===== src/rtl/rsi_pkg.sv =====
// rsi_pkg: shared widths, fixed-point constants and payload types for the
// ray against wall segment intersection block
// no dependencies
package rsi_pkg;

  localparam int COORD_WIDTH = 24;
  localparam int ANGLE_WIDTH = 16;
  localparam int DIST_WIDTH  = 23;
  localparam int QUEUE_DEPTH = 4;

  // ray offset along one axis, signed, magnitude below 2^DIST_WIDTH
  localparam int OFS_WIDTH   = DIST_WIDTH + 1;
  localparam int DIFF_WIDTH  = COORD_WIDTH + 1;
  localparam int END_WIDTH   = ((COORD_WIDTH > OFS_WIDTH) ? COORD_WIDTH : OFS_WIDTH) + 1;
  localparam int EDIFF_WIDTH = END_WIDTH + 1;
  localparam int C12_WIDTH   = OFS_WIDTH + DIFF_WIDTH + 1;
  localparam int C3_FULL     = 2 * DIFF_WIDTH + 1;
  localparam int C3_WIDTH    = (C3_FULL > 64) ? 64 : C3_FULL;
  localparam int C4_FULL     = DIFF_WIDTH + EDIFF_WIDTH + 1;
  localparam int C4_WIDTH    = (C4_FULL > 64) ? 64 : C4_FULL;
  localparam int DEN_WIDTH   = OFS_WIDTH + DIFF_WIDTH + 1;
  localparam int MAG_WIDTH   = (C3_WIDTH > DEN_WIDTH) ? C3_WIDTH : DEN_WIDTH;
  localparam int FRAC_WIDTH  = 32;
  localparam int SUMSQ_WIDTH = 2 * OFS_WIDTH - 1;
  localparam int ROOT_WIDTH  = (SUMSQ_WIDTH + 1) / 2;

  // sine polynomial, Q16
  localparam int ARG_WIDTH = 17;
  localparam logic [ARG_WIDTH-1:0] SIN_A   = 17'd102944;
  localparam logic [ARG_WIDTH-1:0] SIN_B   = 17'd42047;
  localparam logic [ARG_WIDTH-1:0] SIN_C   = 17'd4640;
  localparam logic [ARG_WIDTH-1:0] Q16_ONE = 17'd65536;
  localparam logic [ANGLE_WIDTH-1:0] ANGLE_QUARTER = {2'b01, {(ANGLE_WIDTH-2){1'b0}}};

  localparam logic [DIST_WIDTH-1:0] MAX_DIST_RESET = 23'd256000;

  typedef enum logic [1:0] {
    FRAC_ZERO,
    FRAC_FULL,
    FRAC_DIVIDE
  } frac_mode_t;

  typedef struct packed {
    logic signed [COORD_WIDTH-1:0] origin_x;
    logic signed [COORD_WIDTH-1:0] origin_y;
    logic        [ANGLE_WIDTH-1:0] ray_angle;
    logic signed [COORD_WIDTH-1:0] wall_start_x;
    logic signed [COORD_WIDTH-1:0] wall_start_y;
    logic signed [COORD_WIDTH-1:0] wall_end_x;
    logic signed [COORD_WIDTH-1:0] wall_end_y;
  } ray_req_t;

  typedef struct packed {
    logic                          hit;
    logic signed [COORD_WIDTH-1:0] hit_x;
    logic signed [COORD_WIDTH-1:0] hit_y;
    logic        [DIST_WIDTH-1:0]  distance;
  } ray_res_t;

  // classified request handed from front to back
  typedef struct packed {
    logic                          hit;
    frac_mode_t                    mode;
    logic        [MAG_WIDTH-1:0]   num_mag;
    logic        [MAG_WIDTH-1:0]   den_mag;
    logic signed [OFS_WIDTH-1:0]   dx;
    logic signed [OFS_WIDTH-1:0]   dy;
    logic signed [COORD_WIDTH-1:0] x1;
    logic signed [COORD_WIDTH-1:0] y1;
  } rsi_job_t;

endpackage


===== src/rtl/rsi_queue.sv =====
// rsi_queue: small request queue between the classifying front and the
// arithmetic back
// depends on rsi_pkg
module rsi_queue import rsi_pkg::*; #(
  parameter int DEPTH = QUEUE_DEPTH
) (
  input  logic     clk,
  input  logic     rst,
  input  logic     push,
  input  rsi_job_t push_data,
  output logic     full,
  input  logic     pop,
  output rsi_job_t head,
  output logic     nonempty
);

  localparam int PTR_W = (DEPTH > 1) ? $clog2(DEPTH) : 1;
  localparam int CNT_W = $clog2(DEPTH + 1);

  rsi_job_t             slots [DEPTH];
  logic [PTR_W-1:0]     wr_ptr, rd_ptr;
  logic [CNT_W-1:0]     count;

  assign full     = count == CNT_W'(DEPTH);
  assign nonempty = count != '0;
  assign head     = slots[rd_ptr];

  always_ff @(posedge clk) begin
    if (push) begin
      slots[wr_ptr] <= push_data;
    end
  end

  always_ff @(posedge clk) begin
    if (rst) begin
      wr_ptr <= '0;
      rd_ptr <= '0;
      count  <= '0;
    end else begin
      if (push) begin
        wr_ptr <= (wr_ptr == PTR_W'(DEPTH - 1)) ? '0 : wr_ptr + 1'b1;
      end
      if (pop) begin
        rd_ptr <= (rd_ptr == PTR_W'(DEPTH - 1)) ? '0 : rd_ptr + 1'b1;
      end
      if (push && !pop) begin
        count <= count + 1'b1;
      end else if (pop && !push) begin
        count <= count - 1'b1;
      end
    end
  end

endmodule


===== config.mk =====
export PLATFORM = sky130hd
export DESIGN_NAME = rsi_queue
export DESIGN_NICKNAME = d
export VERILOG_FILES = /design/src/rtl/rsi_pkg.sv /design/src/rtl/rsi_queue.sv
export SDC_FILE = /design/constraint.sdc
export NUM_CORES = 1
export LEC_CHECK = 0
export BUFFER_PORTS_ARGS = -buffer_cell sky130_fd_sc_hd__buf_2
export CELL_PAD_IN_SITES_DETAIL_PLACEMENT = 1
export CELL_PAD_IN_SITES_GLOBAL_PLACEMENT = 1
export CORE_ASPECT_RATIO = 0.5
export CORE_MARGIN = 3
export CORE_UTILIZATION = 46
export DETAILED_ROUTE_END_ITERATION = 12
export PLACE_DENSITY = 0.81
export SLEW_MARGIN = 40
export SYNTH_ARGS = -nofsm -noshare
export SYNTH_HDL_FRONTEND = slang
export SYNTH_SLANG_ARGS = --single-unit

===== constraint.sdc =====
create_clock -name clk -period 6.1 [get_ports clk]
set_input_delay 0.305 -clock clk [delete_from_list [all_inputs] [get_ports clk]]
set_output_delay 0.305 -clock clk [all_outputs]
set_load 0.02 [all_outputs]

Word-level counts from Yosys, hierarchy flattened. Memories as Yosys holds them, arrays and structs flattened. A register that Yosys moved wholly into a read port is not among the register bits. Index checks and enable logic that the tools add are counted.

Register bits: 7. RAM bits: 804. Input port bits: 205. Output and inout bits: 203. Word-level logic and storage cells: 25. Memories kept: 1.

Memory list: slots (depth 4, width 201, rd ports 1, clocked after Yosys merged registers in 1, write ports 1, RTL line rsi_queue.sv:20) `rsi_job_t slots [DEPTH];`.

Add/subtract/negate cells: 4. Equality and inequality tests: 3. Multiplexer cells: 8. Reductions and logical operators: 6.

Operators with widths (count): two-way mux 2 bit (4); two-way mux 3 bit (2); adder 2 x 1 -> 2 bit, second input constant (2); equality test 2 bit, second input constant (2); adder 3 x 1 -> 3 bit, second input constant (1); equality test 3 bit, second input constant (1); nonzero test 3 bit (1); subtractor 3 x 1 -> 3 bit, second input constant (1); logical AND 1 bit (2); zero test 1 bit (2); two-way mux 1 bit (2); nonzero test 2 bit (1).

Depth between registers and ports, before layout. Gate-level depths: netlist (run 1).

Word-level depth: 4. Depth in mapped cells: 7. Mapped depth without buffers: 7.

Worst setup path before layout (run 1). OpenSTA, ideal clock, no wires.

Path type: reg-to-reg. Start: register wr_ptr[0]. End: memory slots[0][0] in the netlist's numbering (enable). Library setup time: 0.585 ns. Arrival time: 5.114 ns. Data required time: 5.515 ns. Slack: 0.401 ns. Stages on the path, launching flop included: 4. Path buffers: 0. Clock period less this slack: 5.699 ns. Cells stage by stage: dfxtp_1 -> inv_1 -> ha_1 -> and2_1.

RTL lines: start, declared (RTL line rsi_queue.sv:21) `logic [PTR_W-1:0] wr_ptr, rd_ptr;`; start signal, assigned (RTL line rsi_queue.sv:41) `wr_ptr <= (wr_ptr == PTR_W'(DEPTH - 1)) ? '0 : wr_ptr + 1'b1;`; end, declared (RTL line rsi_queue.sv:20).

No word-level cell before the write port.

==> run summary, run 1 <==
Total nets after synthesis = 1306
Yosys cell types = 19
Detailed Place HPWL = 44900 um
M1 WL = 31900 um
Slew Viols, Final = 0
Fin crit period = 3.34 ns
CTS root buf = clkbuf_16
CTS buffer count = 71
Number of I/O port buffers = 407
Reg2Reg Launch Point = wr_ptr[0]
DR pass1 iterations = 5
Net Sw Frac = 25.7%
CP Data Required Time = 5.79 ns
Final Cycle Share = 54.7%
Synthesis Warnings = 0
Final setup violation count = 0
Cells after DPL = 2310
DR WL/cell = 36.3 um
Starting Density = 46.8%
Initial DRC count = 2015
Vias in the first global route = 16600
Leakage power = 12.5 nW
Cell count after synthesis = 1094
First-pass GRT wire length = 127000 um
Ratio of cells with drive above 1 in the final layout = 40.9%
Largest net degree at the start of global routing = 106
PwrDens = 348 mW/mm^2
Final Hold Violating Endpoints = 0
CTS tree = built
Total congestion overflow = 0
GRT Total Usage = 26.3%
Clock buffer depth = 3
# clock sinks = 813
TNS Setup = 0 ns
Nets@finish = 1962
Worst setup EP type = primary output
Fmax = 300 MHz
GPL Wtd Cong = 0.727
Met2 wire length = 50900 um
Clock-pin slew on the worst setup and hold paths = 0.09 ns
Initial antenna violation count = 12
Reg power frac = 50.6%
Routed Antenna Nets = 0
Status = completed
Hold wc startpoint = pop
Power share of the clock group = 38.4%
Die Ht = 186 um
Worst-Skew Late Latency = 0.62 ns
Crit-path max FO = 54
Synthesized cell area = 0.0297 mm^2
CP startpoint kind = flip-flop
I/O pin cnt = 408
Worst-margin pin slew = 0.862 ns
Core Box Area = 0.0634 mm^2
Area Growth Syn to Fin = 24.8%
Internal = 9.57 mW
Hold Path Cell Cnt = 3
Syn Area/Cell = 27.1 um^2
RSZ-0062 raised after global routing = no
Fin Clk Skew = 0.0279 ns
VDD IR-drop max = 0.238 mV
Psw = 3.32 mW
Sequential-to-total area share from yosys stat = 82.0%
Final core occ = 58.3%
Die W = 365 um
Via density = 6.13
Min-Delay Path Class = in -> reg
Total of max-cap violations = 0
# DRC = 0
Rows = 65
Slew margin rel. = 42.6%
DRT Wirelength = 96600 um
Non-filler instance count after layout = 2660
H-tree levels = 3
Worst R2R Path Depth = 5
Top sig layer = met5
Routed via count = 16300
Metal3 WL = 6740 um
Comb pwr share = 11.0%
Arrival @ worst endpoint = 3.03 ns
Critical path class = reg -> out
Post_cts resized = 0
Die area = 0.0677 mm^2
Flops & latches, synth = 813
-- cell type report --
type | instances | area, um^2
flip-flops and latches | 813 | 24300
well taps | 837 | 1050
inverters | 4 | 15.0
clock buffers | 86 | 1900
multi-input cells | 232 | 4780
clock inverters | 42 | 462
fillers | 5442 | 26400
diodes | 18 | 45.0
repair buffers | 628 | 4430
-- power by group through the flow --
stage / Clock (mW) / Sequential, mW / Combinational (mW)
after floorplan: 0 / 6.61 / 0.762
after global placement: 0 / 6.58 / 1.17
after detailed placement: 0 / 6.61 / 1.22
after CTS: 4.74 / 6.50 / 1.36
after global routing: 5.22 / 6.53 / 1.46
final: 4.95 / 6.52 / 1.42
-- per-layer routing --
layer / up-vias / track usage [%]
met5: - / 0
met4: 2 / 15.6
met3: 347 / 4.33
met2: 1244 / 46.7
met1: 8641 / 30.4
li1: 6084 / -
-- cell usage in the layout (no fill, tap or decap), types with 2 or more instances in the layout --
cell / netlist / layout
nor2_1: 7 / 7
buf_2: 19 / 407
nor3b_1: 2 / 2
dfxtp_4: 0 / 2
clkbuf_8: 0 / 2
bufinv_16: 0 / 9
buf_4: 1 / 2
inv_1: 4 / 4
buf_6: 1 / 2
diode_2: 0 / 18
ha_1: 6 / 6
mux2i_1: 4 / 4
clkinv_8: 0 / 2
mux4_2: 201 / 201
clkbuf_1: 3 / 11
and2_4: 0 / 4
inv_6: 0 / 4
dfxtp_1: 9 / 7
edfxtp_1: 804 / 804
buf_12: 21 / 10
dlygate4sd3_1: 0 / 202
buf_16: 0 / 5
xor2_1: 2 / 2
clkinv_2: 0 / 15
clkbuf_16: 0 / 73
clkinv_1: 0 / 11
or3_1: 2 / 2
a21oi_1: 2 / 2
-- cells in the mapped netlist, drive strengths merged --
| master | number | area share [%] |
|---|---|---|
| nor3b | 2 | 0.051 |
| buf | 42 | 1.8 |
| xor2 | 2 | 0.059 |
| ha | 6 | 0.25 |
| inv | 4 | 0.051 |
| dfxtp | 9 | 0.61 |
| mux4 | 201 | 15 |
| o21ai | 1 | 0.017 |
| nor2 | 7 | 0.089 |
| and2 | 4 | 0.084 |
| edfxtp | 804 | 81 |
| or3 | 2 | 0.042 |
| mux2i | 4 | 0.14 |
| a21oi | 2 | 0.034 |
| fa | 1 | 0.068 |
| clkbuf | 3 | 0.038 |
-- through the flow --
stage | hold slack (ns) | cell area [um^2] | total power, mW | setup WS (ns)
after global placement | 0.483 | 32400 | 7.75 | 3.50
after floorplan | 0.374 | 29700 | 7.37 | 0.401
after global routing | 0.185 | 37000 | 13.2 | 2.71
after detailed placement | 0.509 | 32500 | 7.82 | 3.49
final | 0.167 | 37000 | 12.9 | 2.76
after CTS | 0.142 | 36900 | 12.6 | 2.82
-- flip-flops by register name, indices dropped and copies added (netlist names), named ones only --
name / count
count: 3
rd_ptr: 2
wr_ptr: 2
slots: 804
-- logic make-up (layout without fill, tap and decap cells) --
kind of cell               after synthesis  after routing  share of synthesized area (%)
AOI/OAI and AO/OA                        3              3                         0.0506
adders and majority gates                7              7                          0.321
other                                    0             18                              0
DFF                                    813            813                           82.0
buffers and inverters                   49            760                           1.89
muxes                                  205            205                           15.4
and+or+nand+nor                         15             15                          0.266
xor gates and xnor gates                 2              2                         0.0591
-- worst max-delay path, stage by stage, from the launching register on --
cell and delay, ns:
dfxtp_4 0.91, buf_4 0.74, mux4_2 0.45, buf_2 0.21
-- timing repair --
item                      CTS  global route
hold endpoints to repair  806             0
hold buffers              202             0
buffers inserted            0             0
-- worst paths after layout --
kind | slack, ns | to
setup / recovery | 2.76 | head[33]
setup reg to reg | 3.74 | slots[3][132]
hold reg to reg | 0.63 | count[2]
hold / removal | 0.17 | flip-flop
No activity file was read; power rests on OpenSTA's default activity.
==> inputs of run 2 (changes only) <==
- CORE_UTILIZATION: 46 -> 51
- PLACE_DENSITY: 0.81 -> 0.85
- clock period: 6.1 -> 3.1 ns (I/O delays scaled with it)
==> run summary, run 2 (synthesis results as in run 1) <==
Cells after DPL = 2242
Status = completed
Die area = 0.0613 mm^2
Hold wc startpoint = push
Fillers = 4604
# clock sinks = 813
Total congestion overflow = 0
Initial DRC count = 2609
Fin crit period = 2.77 ns
GRT Total Usage = 31.9%
Max reg flops = 804
Worst-Skew Late Latency = 0.65 ns
VDD IR-drop max = 0.403 mV
CP max stage cell = dfxtp_4
Leakage power = 12.5 nW
Die W = 347 um
Slew Viols, Final = 0
Crit-path max FO = 44
# DRC = 0
Clock-pin slew on the worst setup and hold paths = 0.08 ns
CP Data Required Time = 2.94 ns
Rows = 61
Reg2Reg Launch Point = wr_ptr[0]
CP cell instances = buf_12 > mux4_2 > buf_2
WHS Endpoint = wr_ptr[1]
Commonest cells after routing, fill and taps aside = edfxtp_1 (804), buf_2 (407), dlygate4sd3_1 (202), mux4_2 (201), clkbuf_16 (74)
Biggest regs = slots: 804 flops, count: 3 flops
Slew margin rel. = 52.9%
Die Ht = 177 um
Initial antenna violation count = 13
TNS Setup = 0 ns
I/O pin cnt = 408
Number of I/O port buffers = 407
Fin Clk Skew = 0.0375 ns
Total design power = 25.7 mW
Post_cts resized = 0
PwrDens = 694 mW/mm^2
CP startpoint kind = flip-flop
Most common cell after layout, fill and taps aside = edfxtp_1
Ratio of cells with drive above 1 in the final layout = 41.2%
Total of max-cap violations = 0
First-pass GRT wire length = 138000 um
DR WL/cell = 40.0 um
Max incr delay on CP = 0.71 ns
DR pass1 iterations = 5
Final setup violation count = 0
Via density = 6.62
Critical path class = reg -> out
Biggest register = slots
RSZ-0062 raised after global routing = no
Worst setup EP type = primary output
Routed via count = 17100
Setup slack, reg-to-reg = 0.78 ns
Min-Delay Path Class = in -> reg
Final WS setup = 0.335 ns
CP delay by family, top = flip-flops
Core Box Area = 0.0565 mm^2
Arrival @ worst endpoint = 2.61 ns
Hold Path Cell Cnt = 3
CTS root buf = clkbuf_16
Fmax = 362 MHz
H-tree levels = 3
CTS buffer count = 71
Vias in the first global route = 17300
Detailed Place HPWL = 46900 um
Worst R2R Path Depth = 4
Pre-CTS setup slack = 1.01 ns
Largest net degree at the start of global routing = 77
Final Hold Violating Endpoints = 0
Nets@finish = 1974
DRT Wirelength = 104000 um
Area Growth Syn to Fin = 25.0%
GPL Wtd Cong = 0.795
CP bufs+invs = 2
Worst-margin pin slew = 0.707 ns
Non-filler instance count after layout = 2588
Final Cycle Share = 89.2%
Clock buffer depth = 3
Routed Antenna Nets = 0
Reg2reg end = slots[0][178]
CTS tree = built
Starting Density = 52.5%
-- run 2: power by group --
part / total (mW) / internal, mW / leakage (nW) / switching (mW)
combinational: 2.88 / 1.10 / 3.92 / 1.79
clock: 9.99 / 5.28 / 1.17 / 4.71
sequential: 12.9 / 12.6 / 7.46 / 0.256
total: 25.7 / 19.0 / 12.5 / 6.75
-- run 2: worst max path at each step --
stage	startpoint	to	cells past startpoint
floorplan	wr_ptr[0]	slots[3][0]	2
global placement	flip-flop	head[40]	3
detailed placement	wr_ptr[0]	slots[0][176]	4
CTS	flip-flop	head[40]	3
global route	flip-flop	head[39]	3
finish	flip-flop	head[40]	3
-- run 2: per-stage QoR --
step	util (%)	instance area, um^2	hold slack, ns
2_1_floorplan	-	29700	0.224
3_3_place_gp	57.7	32600	0.363
3_5_place_dp	57.7	32600	0.370
4_1_cts	65.5	37000	0.00954
5_1_grt	65.6	37100	0.0573
6_report	65.6	37100	0.0491
-- run 2: layout make-up --
| cell class | count | area (um^2) | area share (%) |
|---|---|---|---|
| Sequential cell | 813 | 24300 | 65.7 |
| Multi-Input combinational cell | 232 | 4780 | 12.9 |
| Timing Repair Buffer | 640 | 4570 | 12.3 |
| Clock buffer | 87 | 1920 | 5.18 |
| Tap cell | 756 | 946 | 2.55 |
| Clock inverter | 41 | 459 | 1.24 |
| Antenna cell | 15 | 37.5 | 0.101 |
| Inverter | 4 | 15.0 | 0.0405 |
-- run 2: layer usage --
metal  wire [um]  track usage, %
met4        7190            16.9
met2       53300            55.2
met3        9150            5.30
met5           0               0
met1       34000            39.3
-- run 2: worst min-delay path, stage by stage --
cell and delay [ns]:
buf_2 0.18, mux2i_1 0.19, nor2_1 0.08
-- run 2: what timing repair did --
action / CTS / global route
setup buffers: 0 / 0
endpoints found under the hold margin: 813 / 0
hold buffers: 202 / 0
endpoints found under the setup margin: 0 / 0
==> inputs of run 3 (changes only) <==
- CORE_MARGIN: 3 -> not set
==> run summary, run 3 (synthesis results as in run 1) <==
Slew Viols, Final = 0
Area Growth Syn to Fin = 24.7%
Final setup violation count = 0
Fin Clk Skew = 0.0464 ns
Worst-margin pin slew = 0.726 ns
Critical path class = reg -> out
Non-filler instance count after layout = 2616
Max reg flops = 804
Total congestion overflow = 0
Fillers = 4741
Via density = 6.69
CTS root buf = clkbuf_16
Met3 Track Usage GR = 5.01%
I/O pin cnt = 408
Largest net degree at the start of global routing = 73
Leakage power = 12.4 nW
Die Ht = 173 um
CP startpoint kind = flip-flop
# clock sinks = 813
Total of max-cap violations = 0
Instance count on the critical path = 3
Setup slack, reg-to-reg = 0.84 ns
Final Cycle Share = 89.4%
Fmax = 361 MHz
Most used routing layer = met2
Die W = 343 um
Commonest cells after routing, fill and taps aside = edfxtp_1 (804), buf_2 (407), dlygate4sd3_1 (204), mux4_2 (201), clkbuf_16 (73)
CP cell instances = buf_12 > mux4_2 > buf_2
VDD IR-drop max = 0.397 mV
CTS buffer count = 71
CTS tree = built
Arrival @ worst endpoint = 2.62 ns
Final Hold Violating Endpoints = 0
Routed via count = 17500
Ratio of cells with drive above 1 in the final layout = 40.9%
CP Data Required Time = 2.94 ns
Min-Delay Path Class = in -> reg
Nets@finish = 1971
Worst setup EP type = primary output
CP delay by family, top = multiplexers
DR pass1 iterations = 6
Die area = 0.0592 mm^2
Cells after DPL = 2250
Detailed Place HPWL = 44600 um
# DRC = 0
Post_cts resized = 0
Max incr delay on CP = 0.65 ns
Multi-input gate area = 0.00478 mm^2
GPL Wtd Cong = 0.763
Slew margin rel. = 51.6%
DRT Wirelength = 107000 um
Status = completed
RSZ-0062 raised after global routing = no
Placed instance area = 0.0326 mm^2
Hold Path Cell Cnt = 2
Clock buffer depth = 3
Worst-Skew Late Latency = 0.63 ns
Rows = 62
CP bufs+invs = 2
H-tree levels = 3
CP max stage cell = mux4_2
Biggest register = slots
Crit-path max FO = 66
Fin crit period = 2.77 ns
Most common cell after layout, fill and taps aside = edfxtp_1
Final hold slack = 0.298 ns
Vias in the first global route = 17000
Seq. cell area = 0.0243 mm^2
Initial DRC count = 2561
Routed Antenna Nets = 0
Clock-pin slew on the worst setup and hold paths = 0.09 ns
TNS Setup = 0 ns
DR WL/cell = 40.9 um
Met2 GRT Util = 53.7%
First-pass GRT wire length = 131000 um
GRT Total Usage = 31.7%
Cell area after layout = 0.0370 mm^2
Worst R2R Path Depth = 3
Starting Density = 51.7%
Postcts setup bufs = 0
Biggest regs = slots: 804 flops, count: 3 flops
CTS Hold Buffers Added = 204
Number of I/O port buffers = 407
PwrDens = 686 mW/mm^2
M1 GR Usage = 38.8%
Initial antenna violation count = 16
Core Box Area = 0.0574 mm^2
[run 3: cell types whose count changed in the layout (fill, tap and decap cells not counted)]
cell / previous run / this run
clkbuf_8: 2 / 0
clkinvlp_4: 1 / 5
clkinv_4: 0 / 2
bufinv_16: 10 / 6
dlygate4sd3_1: 202 / 204
clkinv_2: 13 / 11
diode_2: 15 / 37
buf_4: 9 / 5
inv_6: 2 / 1
clkinv_8: 1 / 2
clkbuf_16: 74 / 73
buf_12: 22 / 21
[run 3: routing by layer]
metal / share of wire, % / wire [um] / up-vias
met4: 8.2 / 8720 / 2
met2: 50 / 53100 / 1815
li1: - / - / 6121
met5: 0.011 / 12 / -
met3: 9.3 / 9980 / 477
met1: 33 / 35100 / 9092
[run 3: worst paths after layout]
kind / from / end
max: flip-flop / head[111]
min: push_data[56] / slots[0][56]
max reg2reg: wr_ptr[1] / slots[3][14]
min reg2reg: count[2] / count[2]
[run 3: per-stage QoR]
step                total power, mW  setup WS (ns)  util (%)
finish                         25.4          0.330      64.4
global route                   25.7          0.232      64.4
CTS                            24.5          0.342      64.2
detailed placement             15.4           1.07      56.8
global placement               15.3           1.08      56.8
floorplan                      14.4          0.692         -
[run 3: final cells by class]
class                      count  share of cell area (%)
sequential                   813                    65.8
multi-input combinational    232                    12.9
timing repair buffer         637                    12.3
clock buffer                  84                    5.05
tap                          768                    2.60
clock inverter                41                    1.04
antenna                       37                   0.250
inverter                       4                  0.0406
[run 3: power breakdown]
group          internal (mW)  total (mW)  switching (mW)  leakage (nW)
Clock                   4.86        9.60            4.74          1.09
Combinational           1.09        2.89            1.80          3.90
Sequential              12.6        12.9           0.274          7.46
Total                   18.6        25.4            6.81          12.4
